File: src/sv/mer_pkg.sv
// ----------------------------------------------------------------------------
// mer_pkg - shared types and constants for the midpoint ellipse rasteriser
// Field widths, the command code and the command record that travels from
// the front end through the request queue to the back end.
// ----------------------------------------------------------------------------
package mer_pkg;

    localparam int CW  = 11;   // centre coordinate width
    localparam int RW  = 10;   // semi-axis width
    localparam int PW  = 13;   // pixel coordinate width, two's complement
    localparam int XW  = 11;   // walk point coordinate width

    localparam int QDEPTH = 2;
    localparam int QAW    = 1;
    localparam int QCW    = 2;

    localparam logic OP_START = 1'b0;
    localparam logic OP_STEP  = 1'b1;

    typedef enum logic [0:0] {
        CMD_START = 1'b0,
        CMD_STEP  = 1'b1
    } t_kind;

    typedef struct packed {
        t_kind           kind;
        logic [CW-1:0]   cx;
        logic [CW-1:0]   cy;
        logic [RW-1:0]   rx;
        logic [RW-1:0]   ry;
    } t_cmd;

endpackage

File: src/sv/mer_front.sv
// ----------------------------------------------------------------------------
// mer_front - request front end
// Classifies each incoming request as start or step and clamps the latched
// operands to the configured maxima before it is queued.
// ----------------------------------------------------------------------------
module mer_front #(
    parameter int RADIUS_MAX = 1023,
    parameter int COORD_MAX  = 2047
) (
    input  logic                     i_in_valid,
    input  logic                     i_op,
    input  logic [mer_pkg::CW-1:0]   i_ctr_x,
    input  logic [mer_pkg::CW-1:0]   i_ctr_y,
    input  logic [mer_pkg::RW-1:0]   i_axis_x,
    input  logic [mer_pkg::RW-1:0]   i_axis_y,
    input  logic                     i_q_full,
    output logic                     o_in_stall,
    output logic                     o_push,
    output mer_pkg::t_cmd            o_cmd
);
    import mer_pkg::*;

    localparam logic [16:0] RMAX = 17'(RADIUS_MAX);
    localparam logic [16:0] CMAX = 17'(COORD_MAX);

    logic [16:0] w_cx, w_cy, w_rx, w_ry;

    assign w_cx = 17'(i_ctr_x);
    assign w_cy = 17'(i_ctr_y);
    assign w_rx = 17'(i_axis_x);
    assign w_ry = 17'(i_axis_y);

    // a clamp only bites when the limit is below the field range, so it fits
    always_comb begin
        o_cmd.kind = (i_op == OP_START) ? CMD_START : CMD_STEP;
        o_cmd.cx   = (w_cx > CMAX) ? CMAX[CW-1:0] : i_ctr_x;
        o_cmd.cy   = (w_cy > CMAX) ? CMAX[CW-1:0] : i_ctr_y;
        o_cmd.rx   = (w_rx > RMAX) ? RMAX[RW-1:0] : i_axis_x;
        o_cmd.ry   = (w_ry > RMAX) ? RMAX[RW-1:0] : i_axis_y;
    end

    assign o_in_stall = i_q_full;
    assign o_push     = i_in_valid & ~i_q_full;

endmodule

File: src/sv/mer_queue.sv
// ----------------------------------------------------------------------------
// mer_queue - two-entry request queue
// Decouples the front end from the back end so each side can stall alone.
// ----------------------------------------------------------------------------
module mer_queue (
    input  logic             i_clk,
    input  logic             i_rst_n,
    input  logic             i_push,
    input  mer_pkg::t_cmd    i_cmd,
    output logic             o_full,
    output logic             o_valid,
    input  logic             i_pop,
    output mer_pkg::t_cmd    o_cmd
);
    import mer_pkg::*;

    t_cmd            r_mem [QDEPTH];
    logic [QAW-1:0]  r_wr, n_wr;
    logic [QAW-1:0]  r_rd, n_rd;
    logic [QCW-1:0]  r_count, n_count;
    logic            w_pop;

    assign w_pop   = i_pop & (r_count != '0);
    assign o_full  = (r_count == QCW'(QDEPTH));
    assign o_valid = (r_count != '0);
    assign o_cmd   = r_mem[r_rd];

    always_comb begin
        n_wr    = i_push ? r_wr + 1'b1 : r_wr;
        n_rd    = w_pop  ? r_rd + 1'b1 : r_rd;
        n_count = r_count + QCW'(i_push) - QCW'(w_pop);
    end

    always_ff @(posedge i_clk) begin
        if (!i_rst_n) begin
            r_wr    <= '0;
            r_rd    <= '0;
            r_count <= '0;
        end else begin
            r_wr    <= n_wr;
            r_rd    <= n_rd;
            r_count <= n_count;
        end
    end

    always_ff @(posedge i_clk) begin
        if (i_push) begin
            r_mem[r_wr] <= i_cmd;
        end
    end

    a_no_overflow: assert property (@(posedge i_clk) disable iff (!i_rst_n)
        (r_count == QCW'(QDEPTH)) |-> !i_push)
        else $error("request queue written while full");

endmodule

File: src/sv/mer_back.sv
// ----------------------------------------------------------------------------
// mer_back - rasteriser back end
// Sequencer around one shared multiplier: sets up a new ellipse, runs the
// region one / region two midpoint steps, evaluates the region two entry
// decision, then emits the four symmetric points through an output register.
// ----------------------------------------------------------------------------
module mer_back (
    input  logic                      i_clk,
    input  logic                      i_rst_n,
    input  logic                      i_q_valid,
    input  mer_pkg::t_cmd             i_cmd,
    output logic                      o_pop,
    output logic                      o_out_valid,
    input  logic                      i_out_stall,
    output logic signed [mer_pkg::PW-1:0] o_pixel_x,
    output logic signed [mer_pkg::PW-1:0] o_pixel_y,
    output logic                      o_quad_last,
    output logic                      o_curve_done
);
    import mer_pkg::*;

    typedef enum logic [15:0] {
        ST_IDLE = 16'h0001,
        ST_RX2  = 16'h0002,
        ST_RY2  = 16'h0004,
        ST_SLY  = 16'h0008,
        ST_INIT = 16'h0010,
        ST_R1A  = 16'h0020,
        ST_R1B  = 16'h0040,
        ST_R2A  = 16'h0080,
        ST_R2B  = 16'h0100,
        ST_E1   = 16'h0200,
        ST_E2   = 16'h0400,
        ST_E3   = 16'h0800,
        ST_E4   = 16'h1000,
        ST_E5   = 16'h2000,
        ST_E6   = 16'h4000,
        ST_EMIT = 16'h8000
    } t_state;

    t_state          r_state, n_state;
    logic            r_in_r2, n_in_r2;
    logic            r_active, n_active;
    logic [1:0]      r_k, n_k;
    logic            r_out_valid, n_out_valid;

    logic [CW-1:0]   r_cx, n_cx, r_cy, n_cy;
    logic [RW-1:0]   r_rx, n_rx, r_ry, n_ry;
    logic [19:0]     r_rx2, n_rx2, r_ry2, n_ry2;
    logic [XW-1:0]   r_x, n_x, r_y, n_y;
    logic [32:0]     r_sx, n_sx, r_sy, n_sy;
    logic [43:0]     r_dec, n_dec;
    logic            r_branch, n_branch;
    logic [23:0]     r_t1, n_t1;
    logic [21:0]     r_t2, n_t2;
    logic [45:0]     r_acc, n_acc;
    logic [43:0]     r_prod;
    logic [PW-1:0]   r_px, n_px, r_py, n_py;
    logic            r_ql, n_ql, r_cd, n_cd;

    logic [19:0]     w_mul_a;
    logic [23:0]     w_mul_b;
    logic [43:0]     w_prod;
    logic [45:0]     w_sx, w_sy, w_rx2, w_ry2, w_dec, w_prod4;
    logic [45:0]     w_r1_flat, w_r1_diag, w_r2_vert, w_r2_diag;
    logic [45:0]     w_init, w_e5, w_e6;
    logic [32:0]     w_2rx2, w_2ry2;
    logic [XW-1:0]   w_ty;
    logic [11:0]     w_tx;
    logic            w_load;
    logic [PW-1:0]   w_px, w_py;

    // ---- shared multiplier, product registered ----
    assign w_tx = {r_x, 1'b1};
    assign w_ty = (r_y == '0) ? XW'(1) : r_y - 1'b1;   // |y - 1|

    always_comb begin
        w_mul_a = '0;
        w_mul_b = '0;
        case (r_state)
            ST_RX2: begin
                w_mul_a = 20'(r_rx);
                w_mul_b = 24'(r_rx);
            end
            ST_RY2: begin
                w_mul_a = 20'(r_ry);
                w_mul_b = 24'(r_ry);
            end
            ST_SLY: begin
                w_mul_a = r_rx2;
                w_mul_b = 24'(r_ry);
            end
            ST_E1: begin
                w_mul_a = 20'(w_tx);
                w_mul_b = 24'(w_tx);
            end
            ST_E2: begin
                w_mul_a = 20'(w_ty);
                w_mul_b = 24'(w_ty);
            end
            ST_E3: begin
                w_mul_a = r_ry2;
                w_mul_b = r_t1;
            end
            ST_E4: begin
                w_mul_a = r_rx2;
                w_mul_b = 24'(r_t2);
            end
            ST_E5: begin
                w_mul_a = r_rx2;
                w_mul_b = 24'(r_ry2);
            end
            default: begin
                w_mul_a = '0;
                w_mul_b = '0;
            end
        endcase
    end

    assign w_prod = 44'(w_mul_a) * 44'(w_mul_b);

    // ---- decision arithmetic, modulo 2^46 then cut to 44 bits ----
    assign w_sx    = 46'(r_sx);
    assign w_sy    = 46'(r_sy);
    assign w_rx2   = 46'(r_rx2);
    assign w_ry2   = 46'(r_ry2);
    assign w_dec   = {{2{r_dec[43]}}, r_dec};
    assign w_prod4 = {r_prod, 2'b00};
    assign w_2rx2  = {12'd0, r_rx2, 1'b0};
    assign w_2ry2  = {12'd0, r_ry2, 1'b0};

    assign w_r1_flat = w_dec + ((w_sx + w_ry2) << 2);
    assign w_r1_diag = w_dec + ((w_sx - w_sy + w_ry2) << 2);
    assign w_r2_vert = w_dec + ((w_rx2 - w_sy) << 2);
    assign w_r2_diag = w_dec + ((w_sx - w_sy + w_rx2) << 2);
    assign w_init    = (w_ry2 << 2) - w_prod4 + w_rx2;
    assign w_e5      = r_acc + w_prod4;
    assign w_e6      = r_acc - w_prod4;

    // ---- point of the group: +x,+y / -x,+y / +x,-y / -x,-y ----
    assign w_px = r_k[0] ? PW'(r_cx) - PW'(r_x) : PW'(r_cx) + PW'(r_x);
    assign w_py = r_k[1] ? PW'(r_cy) - PW'(r_y) : PW'(r_cy) + PW'(r_y);

    assign w_load = ~r_out_valid | ~i_out_stall;

    assign o_pop = (r_state == ST_IDLE);

    always_comb begin
        n_state     = r_state;
        n_in_r2     = r_in_r2;
        n_active    = r_active;
        n_k         = r_k;
        n_out_valid = r_out_valid & i_out_stall;
        n_cx        = r_cx;
        n_cy        = r_cy;
        n_rx        = r_rx;
        n_ry        = r_ry;
        n_rx2       = r_rx2;
        n_ry2       = r_ry2;
        n_x         = r_x;
        n_y         = r_y;
        n_sx        = r_sx;
        n_sy        = r_sy;
        n_dec       = r_dec;
        n_branch    = r_branch;
        n_t1        = r_t1;
        n_t2        = r_t2;
        n_acc       = r_acc;
        n_px        = r_px;
        n_py        = r_py;
        n_ql        = r_ql;
        n_cd        = r_cd;

        case (r_state)
            ST_IDLE: begin
                if (i_q_valid) begin
                    if (i_cmd.kind == CMD_START) begin
                        n_cx     = i_cmd.cx;
                        n_cy     = i_cmd.cy;
                        n_rx     = i_cmd.rx;
                        n_ry     = i_cmd.ry;
                        n_x      = '0;
                        n_y      = XW'(i_cmd.ry);
                        n_sx     = '0;
                        n_in_r2  = 1'b0;
                        n_active = 1'b1;
                        n_state  = ST_RX2;
                    end else if (r_active) begin
                        if (!r_in_r2) begin
                            n_state = ST_R1A;
                        end else if (r_y == '0) begin
                            n_active = 1'b0;
                        end else begin
                            n_state = ST_R2A;
                        end
                    end
                end
            end
            ST_RX2: begin
                n_state = ST_RY2;
            end
            ST_RY2: begin
                n_rx2   = r_prod[19:0];
                n_state = ST_SLY;
            end
            ST_SLY: begin
                n_ry2   = r_prod[19:0];
                n_state = ST_INIT;
            end
            ST_INIT: begin
                n_sy  = {r_prod[31:0], 1'b0};
                n_dec = w_init[43:0];
                n_k   = '0;
                if (r_prod[31:0] == '0) begin
                    n_state = ST_E1;
                end else begin
                    n_state = ST_EMIT;
                end
            end
            ST_R1A: begin
                n_x      = r_x + 1'b1;
                n_sx     = r_sx + w_2ry2;
                n_branch = r_dec[43];
                if (!r_dec[43]) begin
                    n_y  = r_y - 1'b1;
                    n_sy = r_sy - w_2rx2;
                end
                n_state  = ST_R1B;
            end
            ST_R1B: begin
                n_dec = r_branch ? w_r1_flat[43:0] : w_r1_diag[43:0];
                n_k   = '0;
                if (r_sx < r_sy) begin
                    n_state = ST_EMIT;
                end else begin
                    n_state = ST_E1;
                end
            end
            ST_R2A: begin
                n_y      = r_y - 1'b1;
                n_sy     = r_sy - w_2rx2;
                n_branch = ~r_dec[43] & (r_dec != '0);
                if (r_dec[43] || r_dec == '0) begin
                    n_x  = r_x + 1'b1;
                    n_sx = r_sx + w_2ry2;
                end
                n_state  = ST_R2B;
            end
            ST_R2B: begin
                n_dec   = r_branch ? w_r2_vert[43:0] : w_r2_diag[43:0];
                n_k     = '0;
                n_state = ST_EMIT;
            end
            ST_E1: begin
                n_state = ST_E2;
            end
            ST_E2: begin
                n_t1    = r_prod[23:0];
                n_state = ST_E3;
            end
            ST_E3: begin
                n_t2    = r_prod[21:0];
                n_state = ST_E4;
            end
            ST_E4: begin
                n_acc   = {2'b00, r_prod};
                n_state = ST_E5;
            end
            ST_E5: begin
                n_acc   = w_e5;
                n_state = ST_E6;
            end
            ST_E6: begin
                n_dec   = w_e6[43:0];
                n_in_r2 = 1'b1;
                n_k     = '0;
                n_state = ST_EMIT;
            end
            ST_EMIT: begin
                if (w_load) begin
                    n_out_valid = 1'b1;
                    n_px        = w_px;
                    n_py        = w_py;
                    n_ql        = (r_k == 2'd3);
                    n_cd        = (r_y == '0);
                    n_k         = r_k + 1'b1;
                    if (r_k == 2'd3) begin
                        n_state = ST_IDLE;
                        if (r_y == '0) begin
                            n_active = 1'b0;
                        end
                    end
                end
            end
            default: begin
                n_state = ST_IDLE;
            end
        endcase
    end

    always_ff @(posedge i_clk) begin
        if (!i_rst_n) begin
            r_state     <= ST_IDLE;
            r_in_r2     <= 1'b0;
            r_active    <= 1'b0;
            r_k         <= '0;
            r_out_valid <= 1'b0;
        end else begin
            r_state     <= n_state;
            r_in_r2     <= n_in_r2;
            r_active    <= n_active;
            r_k         <= n_k;
            r_out_valid <= n_out_valid;
        end
    end

    always_ff @(posedge i_clk) begin
        r_cx     <= n_cx;
        r_cy     <= n_cy;
        r_rx     <= n_rx;
        r_ry     <= n_ry;
        r_rx2    <= n_rx2;
        r_ry2    <= n_ry2;
        r_x      <= n_x;
        r_y      <= n_y;
        r_sx     <= n_sx;
        r_sy     <= n_sy;
        r_dec    <= n_dec;
        r_branch <= n_branch;
        r_t1     <= n_t1;
        r_t2     <= n_t2;
        r_acc    <= n_acc;
        r_prod   <= w_prod;
        r_px     <= n_px;
        r_py     <= n_py;
        r_ql     <= n_ql;
        r_cd     <= n_cd;
    end

    assign o_out_valid  = r_out_valid;
    assign o_pixel_x    = r_px;
    assign o_pixel_y    = r_py;
    assign o_quad_last  = r_ql;
    assign o_curve_done = r_cd;

    a_r2_entry: assert property (@(posedge i_clk) disable iff (!i_rst_n)
        $rose(r_in_r2) |-> $past(r_state) == ST_E6)
        else $error("region two entered without its decision set-up");

    // the final point may still sit in the output register after a new start
    a_last_point: assert property (@(posedge i_clk) disable iff (!i_rst_n)
        (r_state == ST_EMIT && w_load && r_k == 2'd3 && r_y == '0) |=> !r_active)
        else $error("curve still active after its final group");

    a_walk_y: assert property (@(posedge i_clk) disable iff (!i_rst_n)
        r_active |-> (r_y <= XW'(r_ry)))
        else $error("walk point y above the vertical semi-axis");

    a_r1_slope: assert property (@(posedge i_clk) disable iff (!i_rst_n)
        (r_state == ST_EMIT && !r_in_r2 && r_active) |-> (r_sx < r_sy))
        else $error("region one group emitted past the slope crossover");

endmodule

File: src/sv/midpoint_ellipse_raster_top.sv
// ----------------------------------------------------------------------------
// midpoint_ellipse_raster_top - midpoint ellipse rasteriser
// Input channel takes start / step requests; output channel gives points.
//
// Input: i_in_valid / o_in_stall with i_op (0 start, 1 step) and the centre
// and semi-axes, read on start only. A request is taken on an edge with
// valid high and stall low; a two-entry queue lets requests in while the
// back end is busy. Output: o_out_valid / i_out_stall, one group of four
// points per request (+x+y, -x+y, +x-y, -x-y), o_quad_last on the
// fourth and o_curve_done on the whole group with y = 0.
// Steps per request, run by the sequencer and its single shared multiplier:
// dispatch from idle, then the start set-up states (RX2, RY2, SLY, INIT) or
// the step states (R1A, R1B or R2A, R2B), plus E1 to E6 when region two
// is entered, then EMIT pushes the group through the output register.
// A step after the final group gives no points.
// A stalled output holds its point and the sequencer waits; the queue then
// fills and o_in_stall rises. Reset empties the queue, drops the output
// and leaves the block idle with no curve active.
// ----------------------------------------------------------------------------
module midpoint_ellipse_raster_top #(
    parameter int RADIUS_MAX = 1023,
    parameter int COORD_MAX  = 2047
) (
    input  logic                              i_clk,
    input  logic                              i_rst_n,
    input  logic                              i_in_valid,
    output logic                              o_in_stall,
    input  logic                              i_op,
    input  logic [mer_pkg::CW-1:0]            i_ctr_x,
    input  logic [mer_pkg::CW-1:0]            i_ctr_y,
    input  logic [mer_pkg::RW-1:0]            i_axis_x,
    input  logic [mer_pkg::RW-1:0]            i_axis_y,
    output logic                              o_out_valid,
    input  logic                              i_out_stall,
    output logic signed [mer_pkg::PW-1:0]     o_pixel_x,
    output logic signed [mer_pkg::PW-1:0]     o_pixel_y,
    output logic                              o_quad_last,
    output logic                              o_curve_done
);
    import mer_pkg::*;

    t_cmd    w_front_cmd;
    t_cmd    w_q_cmd;
    logic    w_push;
    logic    w_full;
    logic    w_q_valid;
    logic    w_pop;

    mer_front #(
        .RADIUS_MAX (RADIUS_MAX),
        .COORD_MAX  (COORD_MAX)
    ) u_front (
        .i_in_valid (i_in_valid),
        .i_op       (i_op),
        .i_ctr_x    (i_ctr_x),
        .i_ctr_y    (i_ctr_y),
        .i_axis_x   (i_axis_x),
        .i_axis_y   (i_axis_y),
        .i_q_full   (w_full),
        .o_in_stall (o_in_stall),
        .o_push     (w_push),
        .o_cmd      (w_front_cmd)
    );

    mer_queue u_queue (
        .i_clk   (i_clk),
        .i_rst_n (i_rst_n),
        .i_push  (w_push),
        .i_cmd   (w_front_cmd),
        .o_full  (w_full),
        .o_valid (w_q_valid),
        .i_pop   (w_pop),
        .o_cmd   (w_q_cmd)
    );

    mer_back u_back (
        .i_clk        (i_clk),
        .i_rst_n      (i_rst_n),
        .i_q_valid    (w_q_valid),
        .i_cmd        (w_q_cmd),
        .o_pop        (w_pop),
        .o_out_valid  (o_out_valid),
        .i_out_stall  (i_out_stall),
        .o_pixel_x    (o_pixel_x),
        .o_pixel_y    (o_pixel_y),
        .o_quad_last  (o_quad_last),
        .o_curve_done (o_curve_done)
    );

endmodule
File: config.mk
export PLATFORM = sky130hd
export DESIGN_NAME = midpoint_ellipse_raster_top
export DESIGN_NICKNAME = d
export VERILOG_FILES = /design/src/sv/mer_pkg.sv /design/src/sv/mer_front.sv /design/src/sv/mer_queue.sv /design/src/sv/mer_back.sv /design/src/sv/midpoint_ellipse_raster_top.sv
export SDC_FILE = /design/constraint.sdc
export NUM_CORES = 2
export LEC_CHECK = 0
export BUFFER_PORTS_ARGS = -buffer_cell sky130_fd_sc_hd__buf_4
export CAP_MARGIN = 20
export CORE_AREA = 2 2 289 291
export DETAILED_ROUTE_END_ITERATION = 12
export DIE_AREA = 0 0 291 293
export PLACE_DENSITY = 0.82
export REMOVE_ABC_BUFFERS = 1
export SLEW_MARGIN = 20
export SYNTH_ARGS = -nofsm -noshare
export SYNTH_HDL_FRONTEND = slang
export SYNTH_SLANG_ARGS = --single-unit
File: constraint.sdc
create_clock -name i_clk -period 15.4 [get_ports i_clk]
set_input_delay 3.85 -clock i_clk [delete_from_list [all_inputs] [get_ports i_clk]]
set_output_delay 3.85 -clock i_clk [all_outputs]
set_load 0.05 [all_outputs]
==> reports/qor.csv <==
stage,metric,value,unit
status,status,completed,
floorplanning,CORE AREA,81800,um^2
detailed_routing,# DRC,0,
clock_network,# H-tree levels,2,
floorplanning,Die ar.,85300,um^2
critical_path,CP max stage delay,0.80,ns
power_and_ir_drop,Total Power,0.00473,W
floorplanning,Die H,293,um
critical_path,Worst Setup End Kind,register,
hold_path,hold_sp,u_back.r_in_r2,
power_and_ir_drop,leakage power,24.8,nW
grt,GRT Overall Usage,37.4,%
place,final RePlAce weighted congestion,1.02,
critical_path,r2r endpoint,u_back.r_prod[41],
sta,slew of the pin with the lowest slew margin,1.22,ns
clock_network,CTS sink cnt,487,
grt,largest net degree at the start of global routing,91,
clock_network,hold-fix buffers at CTS,0,
sta,fin. max-slew vios,0,
final_layout,Non-Filler Instances,6982,
final_layout,Final Cell Area,56400,um^2
hold_path,Hold Path Sink,u_back.r_state[7],
clock_network,Setup Buffers After CTS,0,
run,maxcap violations,0,
clock_network,Max Root-Sink Buffers,3,
critical_path,Worst Setup Start Kind,register,
detailed_routing,initial DRC count,4458,
sta,Final Skew,0.0369,ns
critical_path,Crit path arrival time,11.41,ns
power_and_ir_drop,VDD IR max,0.000123,V
detailed_routing,"antenna viol nets, final",0,
clock_network,CTS Buf Count,55,
detailed_routing,DR pass1 iterations,6,
sta,Sum Neg Setup Slack,0,ns
sta,# setup viols final,0,
place,Inst Count DP,6879,
detailed_routing,drt via density,6.38,
grt,initial antenna violation count,1,
floorplanning,Die X,291,um
logic_synthesis,Mapped Area,53200,um^2
sta,RSZ-0062 raised after global routing,no,
critical_path,worst-path maximum fanout,28,
critical_path,CP max-delay cell,a2111oi_0,
grt,remaining global-route overflow,0,
floorplanning,Initial Util,64.9,%
detailed_routing,drt total wl,160000,um
clock_network,worst skew pair latency,0.66,ns
clock_network,clock root buffer,clkbuf_16,
logic_synthesis,Mapped Avg Cell Area,8.97,um^2
detailed_routing,via count,44500,
logic_synthesis,sequential area share after synthesis,26.2,%
logic_synthesis,Yosys cell types,93,
sta,Max-slew headroom,17.4,%
critical_path,Critical Path Most Common Cell,fa_1,
logic_synthesis,fraction of registers with async set/reset,0,%
sta,Final period util,70.3,%
critical_path,Worst R2R Path Depth,34,
logic_synthesis,Mapped Cells,5928,
power_and_ir_drop,Clk pwr share,28.0,%
final_layout,share of cells above drive strength 1,5.95,%
clock_network,CTS resizes,0,
critical_path,reg2reg setup slack,4.57,ns
power_and_ir_drop,internal power,0.00300,W
logic_synthesis,Post-synth EDFFs,417,
power_and_ir_drop,PD cells,83.8,nW/um^2
grt,number of global-route vias before repair,44500,
power_and_ir_drop,switching share of total power,36.5,%
sta,final hold viol count,0,
floorplanning,# IOs,77,
final_layout,Area Overhead vs Synth,6.17,%
hold_path,HP Class,reg -> reg,
logic_synthesis,Main synth FF type,edfxtp_1,
floorplanning,Core Rows,105,
logic_synthesis,Seq cells post-synth,487,
final_layout,Nets,6836,
power_and_ir_drop,Reg power frac,36.5,%
sta,Tmin final,10.83,ns
sta,Max Freq,0.0924,GHz
clock_network,CTS tree,done,
clock_network,clk slew on worst S/H paths,0.06,ns
critical_path,Critical Path RT,15.99,ns
grt,first-pass GRT wire length,248000,um
critical_path,worst r2r src,u_back.r_state[6],
power_and_ir_drop,P_sw,0.00173,W
place,Area after DPL,54700,um^2
power_and_ir_drop,Comb power frac,35.5,%
place,Port Buffers,76,
final_layout,"Core Util, Final",69.0,%
detailed_routing,drt wl/cell,23.0,um
logic_synthesis,Yosys warning total,0,
place,HPWL after DPL,124000,um
critical_path,kind of critical path,reg -> reg,
hold_path,hold path depth,2,
==> per-stage QoR <==
step / setup slack [ns] / hold slack, ns
final: 4.57 / 0.502
after global routing: 3.93 / 0.520
after CTS: 4.64 / 0.485
after detailed placement: 4.66 / 0.478
after global placement: 4.90 / 0.462
after floorplan: 1.05 / 0.435
==> area by class of cell <==
cell class | count | area (um^2)
Multi-Input combinational cell | 4399 | 35400
Fill cell | 6369 | 25400
Sequential cell | 487 | 13900
Inverter | 786 | 2950
Clock buffer | 63 | 1430
Tap cell | 1070 | 1340
Timing Repair Buffer | 137 | 1030
Clock inverter | 39 | 347
Antenna cell | 1 | 2.50
==> worst max-delay path: cells and delay by family, from the launching register on <==
family | cells | cell delay, ns
buffers and inverters | 6 | 0.62
adder cells (fa/ha/maj) | 8 | 3.81
flip-flops | 1 | 0.34
XOR/XNOR | 1 | 0.16
AO/OA/AOI/OAI | 11 | 3.31
AND/OR/NAND/NOR | 8 | 2.45
==> flip-flops by register name, summed over array words and instances (netlist names), 2 cells and up, named ones only <==
| name | flops |
|---|---|
| u_back.r_ry2 | 20 |
| u_back.r_prod | 44 |
| u_back.r_k | 2 |
| u_back.o_pixel_x | 13 |
| u_back.r_dec | 44 |
| u_back.o_pixel_y | 13 |
| u_back.r_x | 11 |
| u_back.r_y | 11 |
| u_back.r_t1 | 24 |
| u_back.r_cy | 11 |
| u_back.r_sx | 32 |
| u_queue.r_mem | 86 |
| u_back.r_ry | 10 |
| u_back.r_cx | 11 |
| u_back.r_sy | 32 |
| u_back.r_rx2 | 20 |
| u_back.r_acc | 44 |
| u_back.r_state | 16 |
| u_back.r_rx | 10 |
| u_queue.r_count | 2 |
| u_back.r_t2 | 22 |
==> power by group through the flow <==
stage / registers [W] / logic [W] / clock network [W]
2_1_floorplan: 0.00172 / 0.00121 / 0
3_3_place_gp: 0.00174 / 0.00159 / 0
3_5_place_dp: 0.00175 / 0.00163 / 0
4_1_cts: 0.00172 / 0.00165 / 0.00133
5_1_grt: 0.00174 / 0.00182 / 0.00137
6_report: 0.00173 / 0.00168 / 0.00132
==> cell families after synthesis <==
kind of cell,synth area share [%]
AND/OR/NAND/NOR,14.7
multiplexers,1.71
buffers and inverters,7.38
flip-flops,26.2
AO/OA/AOI/OAI,16.2
XOR/XNOR,6.18
adder cells (fa/ha/maj),27.7
==> layer usage <==
metal  up-vias  routed length (um)  track usage (%)
met5         -                  11                0
met1     21400               60100             47.3
li1      20200                   -                -
met4         2               10100             20.1
met3       541               16800             7.35
met2      2397               73200             60.9
==> cells in the mapped netlist, drive strengths merged, types with 57 or more instances <==
| cell type | number | share of area (%) |
|---|---|---|
| a21o | 125 | 1.8 |
| a21oi | 375 | 3.5 |
| and2 | 57 | 0.67 |
| clkbuf | 241 | 1.7 |
| dfxtp | 70 | 2.6 |
| edfxtp | 417 | 24 |
| fa | 424 | 16 |
| ha | 499 | 12 |
| inv | 781 | 5.5 |
| nand2 | 579 | 4.1 |
| nand2b | 65 | 0.76 |
| nand3 | 88 | 0.83 |
| nor2 | 520 | 3.7 |
| nor3 | 104 | 0.98 |
| o21a | 61 | 0.86 |
| o21ai | 296 | 2.8 |
| o21bai | 60 | 0.85 |
| xnor2 | 287 | 4.7 |
| xor2 | 88 | 1.4 |
==> layout by cell type, fill, tap and decap left out, types with 49 or more instances in the layout <==
| master | count |
|---|---|
| xnor2_1 | 287 |
| edfxtp_1 | 417 |
| nor3_1 | 104 |
| nand3_1 | 88 |
| nor4_1 | 49 |
| nand2_1 | 577 |
| o21a_1 | 61 |
| a21oi_1 | 371 |
| nor2b_1 | 53 |
| fa_1 | 424 |
| o21ai_0 | 293 |
| ha_1 | 499 |
| nand2b_1 | 65 |
| dfxtp_1 | 69 |
| and2_1 | 57 |
| a22oi_1 | 52 |
| xor2_1 | 88 |
| o21bai_1 | 60 |
| nor2_1 | 518 |
| inv_1 | 780 |
| buf_4 | 137 |
| clkbuf_16 | 55 |
| a21o_1 | 123 |
==> worst max-delay path by stage <==
stage                              to              start  cells after the start  slack (ns)
finish              u_back.r_prod[41]  u_back.r_state[6]                     34        4.57
global route        u_back.r_prod[41]  u_back.r_state[6]                     34        3.93
CTS                 u_back.r_prod[41]  u_back.r_state[6]                     34        4.64
detailed placement  u_back.r_prod[41]  u_back.r_state[6]                     34        4.66
global placement    u_back.r_prod[41]  u_back.r_state[6]                     35        4.90
floorplan           u_back.r_prod[41]  u_back.r_state[6]                     29        1.05
Note: power is estimated with default switching activity, not from simulation.
